===== config.mk =====
export PLATFORM = sky130hd
export DESIGN_NAME = ecsm_alu
export DESIGN_NICKNAME = d
export VERILOG_FILES = /design/src/hdl/ec_point_scalar_multiply_assert.svh /design/src/hdl/ecsm_pkg.sv /design/src/hdl/ecsm_alu.sv
export SDC_FILE = /design/constraint.sdc
export NUM_CORES = 2
export LEC_CHECK = 0
export ABC_CLOCK_PERIOD_IN_PS = 7200
export BUFFER_PORTS_ARGS = -buffer_cell sky130_fd_sc_hd__buf_2
export CORE_MARGIN = 1
export CORE_UTILIZATION = 35
export DETAILED_ROUTE_END_ITERATION = 12
export GPL_ROUTABILITY_DRIVEN = 0
export PLACE_DENSITY = 0.62
export SETUP_SLACK_MARGIN = 0.05
export SYNTH_ARGS = -nofsm -noshare
export SYNTH_HDL_FRONTEND = slang
export SYNTH_SLANG_ARGS = --single-unit

===== constraint.sdc =====
create_clock -name clk -period 7.2 [get_ports clk]
set_clock_uncertainty 0.15 [all_clocks]
set_input_delay 1.08 -clock clk [delete_from_list [all_inputs] [get_ports clk]]
set_output_delay 1.08 -clock clk [all_outputs]
set_load 0.03 [all_outputs]

===== src/hdl/ec_point_scalar_multiply_assert.svh =====
// Assertion macros shared by the RTL; they expect clk and rst in scope.
`ifndef EC_POINT_SCALAR_MULTIPLY_ASSERT_SVH
`define EC_POINT_SCALAR_MULTIPLY_ASSERT_SVH

// Same-cycle implication.
`define ECSM_ASSERT_IMP(lbl, ante, cons) \
  lbl: assert property (@(posedge clk) disable iff (rst) (ante) |-> (cons)) \
    else $error("ecsm assertion failed");

// Next-cycle implication.
`define ECSM_ASSERT_NEXT(lbl, ante, cons) \
  lbl: assert property (@(posedge clk) disable iff (rst) (ante) |=> (cons)) \
    else $error("ecsm assertion failed");

`endif


===== src/hdl/ecsm_pkg.sv =====
`default_nettype none
package ecsm_pkg;

  localparam int FIELD_BITS = 64;
  localparam int CNT_W      = $clog2(FIELD_BITS);
  localparam int IN_W       = 328;
  localparam int OUT_W      = 136;
  localparam int CFG_IDX_W  = 8;

  localparam logic [CFG_IDX_W-1:0] CFG_MODULUS = 8'd0;
  localparam logic [CFG_IDX_W-1:0] CFG_CURVE_A = 8'd1;

  localparam logic KIND_ADD = 1'b0;
  localparam logic KIND_MUL = 1'b1;

  typedef logic [FIELD_BITS-1:0] fword_t;

  typedef enum logic [1:0] {
    ALU_ADD = 2'd0,
    ALU_SUB = 2'd1,
    ALU_MUL = 2'd2,
    ALU_DIV = 2'd3
  } alu_op_t;

  typedef struct packed {
    logic    start;
    alu_op_t op;
  } alu_req_t;

  typedef struct packed {
    logic busy;
    logic done;
  } alu_rsp_t;

  // Operands below m.
  function automatic fword_t mod_add(fword_t x, fword_t y, fword_t m);
    logic [FIELD_BITS:0] s;
    s = {1'b0, x} + {1'b0, y};
    if (s >= {1'b0, m}) begin
      s = s - {1'b0, m};
    end
    return s[FIELD_BITS-1:0];
  endfunction

  function automatic fword_t mod_sub(fword_t x, fword_t y, fword_t m);
    fword_t d;
    d = x - y;
    if (x < y) begin
      d = d + m;
    end
    return d;
  endfunction

endpackage
`default_nettype wire


===== src/hdl/ecsm_alu.sv =====
`default_nettype none
module ecsm_alu import ecsm_pkg::*; (
  input  wire logic     clk,
  input  wire logic     rst,
  input  wire alu_req_t req,
  input  wire fword_t   opa,
  input  wire fword_t   opb,
  input  wire fword_t   m,
  output alu_rsp_t      rsp,
  output fword_t        res,
  output fword_t        quo
);

  logic                busy;
  logic                done;
  logic                done_next;
  alu_op_t             op_r;
  fword_t              a_r;
  fword_t              b_r;
  fword_t              acc;
  fword_t              quo_r;
  logic [CNT_W-1:0]    cnt;
  logic                phase;
  logic [FIELD_BITS:0] div_sh;
  logic                div_ge;

  // Restoring division: shift in one dividend bit, subtract if it fits.
  assign div_sh = {acc, quo_r[FIELD_BITS-1]};
  assign div_ge = (div_sh >= {1'b0, b_r});

  // Flag completion: single-step ops at once, iterative ops on the last bit.
  always_comb begin
    done_next = 1'b0;
    if (req.start) begin
      done_next = (req.op == ALU_ADD) || (req.op == ALU_SUB);
    end else if (busy && cnt == '0) begin
      done_next = (op_r == ALU_DIV) || (op_r == ALU_MUL && phase);
    end
  end

  always_ff @(posedge clk) begin
    if (rst) begin
      busy <= 1'b0;
      done <= 1'b0;
    end else begin
      done <= done_next;
      if (req.start) begin
        op_r  <= req.op;
        a_r   <= opa;
        b_r   <= opb;
        quo_r <= opa;
        cnt   <= CNT_W'(FIELD_BITS - 1);
        phase <= 1'b0;
        unique case (req.op)
          ALU_ADD: begin
            acc  <= mod_add(opa, opb, m);
          end
          ALU_SUB: begin
            acc  <= mod_sub(opa, opb, m);
          end
          ALU_MUL, ALU_DIV: begin
            acc  <= '0;
            busy <= 1'b1;
          end
        endcase
      end else if (busy) begin
        unique case (op_r)
          ALU_MUL: begin
            if (!phase) begin
              acc   <= mod_add(acc, acc, m);
              phase <= 1'b1;
            end else begin
              if (b_r[FIELD_BITS-1]) begin
                acc <= mod_add(acc, a_r, m);
              end
              b_r   <= b_r << 1;
              phase <= 1'b0;
              if (cnt == '0) begin
                busy <= 1'b0;
              end else begin
                cnt <= cnt - 1'b1;
              end
            end
          end
          ALU_DIV: begin
            quo_r <= {quo_r[FIELD_BITS-2:0], div_ge};
            acc   <= div_ge ? fword_t'(div_sh - {1'b0, b_r}) : fword_t'(div_sh);
            if (cnt == '0) begin
              busy <= 1'b0;
            end else begin
              cnt <= cnt - 1'b1;
            end
          end
          default: busy <= 1'b0;
        endcase
      end
    end
  end

  assign rsp.busy = busy;
  assign rsp.done = done;
  assign res      = acc;
  assign quo      = quo_r;

endmodule
`default_nettype wire

==> impl_metrics.csv <==
group,metric,value,unit
power,cellInternalPower,7.54,mW
sta,tightest_slew,1160,ps
logic_synthesis,yosysUniqueCellTypes,100,
sta,rsz0062_at_grt,"yes",
cts,cts.htree.levels,2,
final_layout,fin_util,45.4,%
place,io_buffers,326,
critical_path,cp-start-kind,"input port",
final_layout,final_common_cell,"buf_4",
final_layout,layout.nets,7693,
cts,tritoncts,"done",
critical_path,reg2reg_from,"res[0]$_DFFE_PP_",
run,drv_cap,0,
logic_synthesis,postSynthCellCount,5918,
power,power_leakage,25.5,nW
cts,clkSlewWorstSetupHoldPaths,60,ps
logic_synthesis,synth_area_per_cell,7.53,um2
sta,post-route-period-util,99.0,%
cts,clock_latency,610,ps
logic_synthesis,synth_top_family_by_area,"compound AO/OA/AOI/OAI gates",
logic_synthesis,synthAdderAreaFrac,14.8,%
hold_path,holdPathEnd,"busy$_SDFFE_PP0P_",
route,drc,0,
critical_path,path_buf_inv,9,
logic_synthesis,synth_top_area_cell,"edfxtp_1",
power,power_frac_seq,13.6,%
route,vias_per_cell,6.08,
cts,hold_buffers,0,
route,drt_first_pass_iters,7,
final_layout,syn_to_final_growth,28.2,%
sta,tns,0,ps
logic_synthesis,synth_xor_area_share,9.31,%
power,p_switching,7.17,mW
grt,grt_pass1_wl,299,mm
grt,grt_use_total,30.4,%
sta,maxSlewViolCount,0,
critical_path,reg2reg_to,"res[46]$_DFFE_PP_",
cts,clockBufferDepth,3,
power,worst_ir_drop_vdd,0.182,mV
hold_path,min_from,"busy$_SDFFE_PP0P_",
place,dp_hpwl,172,mm
logic_synthesis,synth-seq-cells,267,
power,p_comb_share,73.2,%
route,postRouteAntennaNets,0,
hold_path,hold_path.class,"register to register",
final_layout,fillers,12543,
floorplanning,die_x,359,um
final_layout,final_cells,8661,
floorplanning,rows,130,
grt,grt_max_degree,99,
logic_synthesis,yosysTopAreaCellShare,17.9,%
critical_path,cp_max_fo,16,
hold_path,hold-path-cell-count,2,
critical_path,crit_type,"input port to register",
logic_synthesis,postSynthNetCount,6636,
power,powerDensity,257,nW/um2
power,switching_share,48.7,%
cts,numCtsBuffers,38,
logic_synthesis,synthSimpleGateAreaFrac,17.4,%
floorplanning,io_pins,327,
place,dp_cells,8555,
route,drt_iter0_markers,6839,
logic_synthesis,muxShareOfSynthArea,4.00,%
logic_synthesis,synth-edff-count,265,
logic_synthesis,yosysSeqAreaShare,17.9,%
floorplanning,start_util,35.4,%
floorplanning,dieArea,129000,um2
grt,gr-total-overflow,0,
critical_path,max_stage_delay,530,ps
floorplanning,core_area,126000,um2
critical_path,cp.required,7390,ps
cts,cts-root-buf,"clkbuf_16",
grt,grt_antenna_before_repair,14,
critical_path,crit_family,"compound AO/OA/AOI/OAI gates",
critical_path,slowest_stage,"or4_4",
final_layout,mostFrequentLayoutCells,"buf_4, a21oi_1, nand2_1",
critical_path,end_kind,"register",
logic_synthesis,synth_area,44600,um2
final_layout,layout-drive-gt1-share,23.8,%
power,p_clk_share,13.2,%
cts,cts_sinks,267,
logic_synthesis,yosys-top-cells-area,"edfxtp_1, ha_1, a21oi_1",
outcome,outcome,"finished, final reports clean",
critical_path,r2r_slack,180,ps
logic_synthesis,synth_compound_area_share,30.9,%
sta,layout_setup_ws,74.8,ps
sta,relSlewSlack,22.5,%
sta,setup_viol,0,
route,finalWirelength,208,mm
grt,grt_pass1_vias,47960,
logic_synthesis,ys_warn_count,0,
route,wl_per_cell,24.0,um
logic_synthesis,synthFlopType,"edfxtp_1",
place,pre_cts_ws,-1280,ps
critical_path,critPathArrivalTime,7320,ps
critical_path,ff2ff_path_depth,30,
floorplanning,dieHeight,359,um
sta,max_freq,140,MHz
sta,fin_crit,7130,ps
route,via_count,52627,
logic_synthesis,synthArstFlopShare,0,%
sta,finalHoldViolCount,0,
## metal layers
| layer | track usage [%] | wire length (um) |
|---|---|---|
| met4 | 15.6 | 12800 |
| met3 | 7.34 | 27600 |
| met5 | 0 | 54 |
| met1 | 42.0 | 85000 |
| met2 | 43.4 | 82900 |
## metrics by stage
stage,hold slack (ps),total power [mW],instance area (um2)
after detailed placement,354,11.9,54500
after floorplan,326,8.18,44600
after global routing,385,15.5,57100
after CTS,361,14.0,56000
final,364,14.7,57100
after global placement,354,11.8,54500
## registers in the layout (all words and copies together), names as in the netlist
signal  count
a_r        64
b_r        64
busy        1
cnt         6
done        1
op_r        2
phase       1
quo        64
res        64
## synth_stat cells (75+ instances only)
cell type  number
o21ai_0       436
a21o_1        211
nand2_1       523
a21oi_1       691
ha_1          513
nor2_1        484
o21bai_1      123
nand3_1       118
xnor2_1       307
inv_1         347
mux2i_1        97
o21a_1         75
nand4_1       108
edfxtp_1      265
xor2_1        167
nor3_1        102
clkbuf_1      223
a211oi_1       97
## cells by family after synthesis
family / after synthesis
XOR/XNOR: 474
buffers and inverters: 652
flip-flops: 267
adder cells (fa/ha/maj): 521
multiplexers: 169
AND/OR/NAND/NOR: 1667
AO/OA/AOI/OAI: 2168
## how the worst max path moves through the flow
stage,from,endpoint,slack (ps),cells after the start
finish,opb[2],res[0]$_DFFE_PP_,70,34
floorplan,req[2],b_r[0]$_SDFFCE_PN0P_,80,5
detailed placement,opa[0],res[56]$_DFFE_PP_,-1280,29
global placement,opa[0],res[13]$_DFFE_PP_,-1080,31
CTS,res[0]$_DFFE_PP_,res[9]$_DFFE_PP_,20,33
global route,opb[0],res[56]$_DFFE_PP_,-40,32
## layout make-up
class	instances	area, um2	share of cell area (%)
clock buffers	43	970	1.70
inverters	352	1320	2.32
clock inverters	26	264	0.462
repair buffers	1316	9380	16.4
multi-input cells	5000	35100	61.5
diodes	7	17.5	0.0307
flip-flops and latches	267	8000	14.0
well taps	1650	2060	3.61
## tightest hold or removal path: cells and delay by family (launching register included)
kind,cells,cell delay [ps]
DFF,1,330
AOI/OAI and AO/OA,2,140
## power groups by stage
stage	clock network (mW)	registers [mW]	logic (mW)
after floorplan	0	2.13	6.05
after global placement	0	2.02	9.83
after detailed placement	0	2.02	9.91
after CTS	1.97	1.99	10.0
after global routing	2.01	2.00	11.5
final	1.94	2.00	10.8
## what timing repair did
action / CTS / global route
buffers inserted: 5 / 22
gates cloned: 1 / 6
pin swaps: 13 / 95
endpoints found under the setup margin: 64 / 64
gates resized for setup: 49 / 177
No activity file was read; power rests on OpenSTA's default activity.
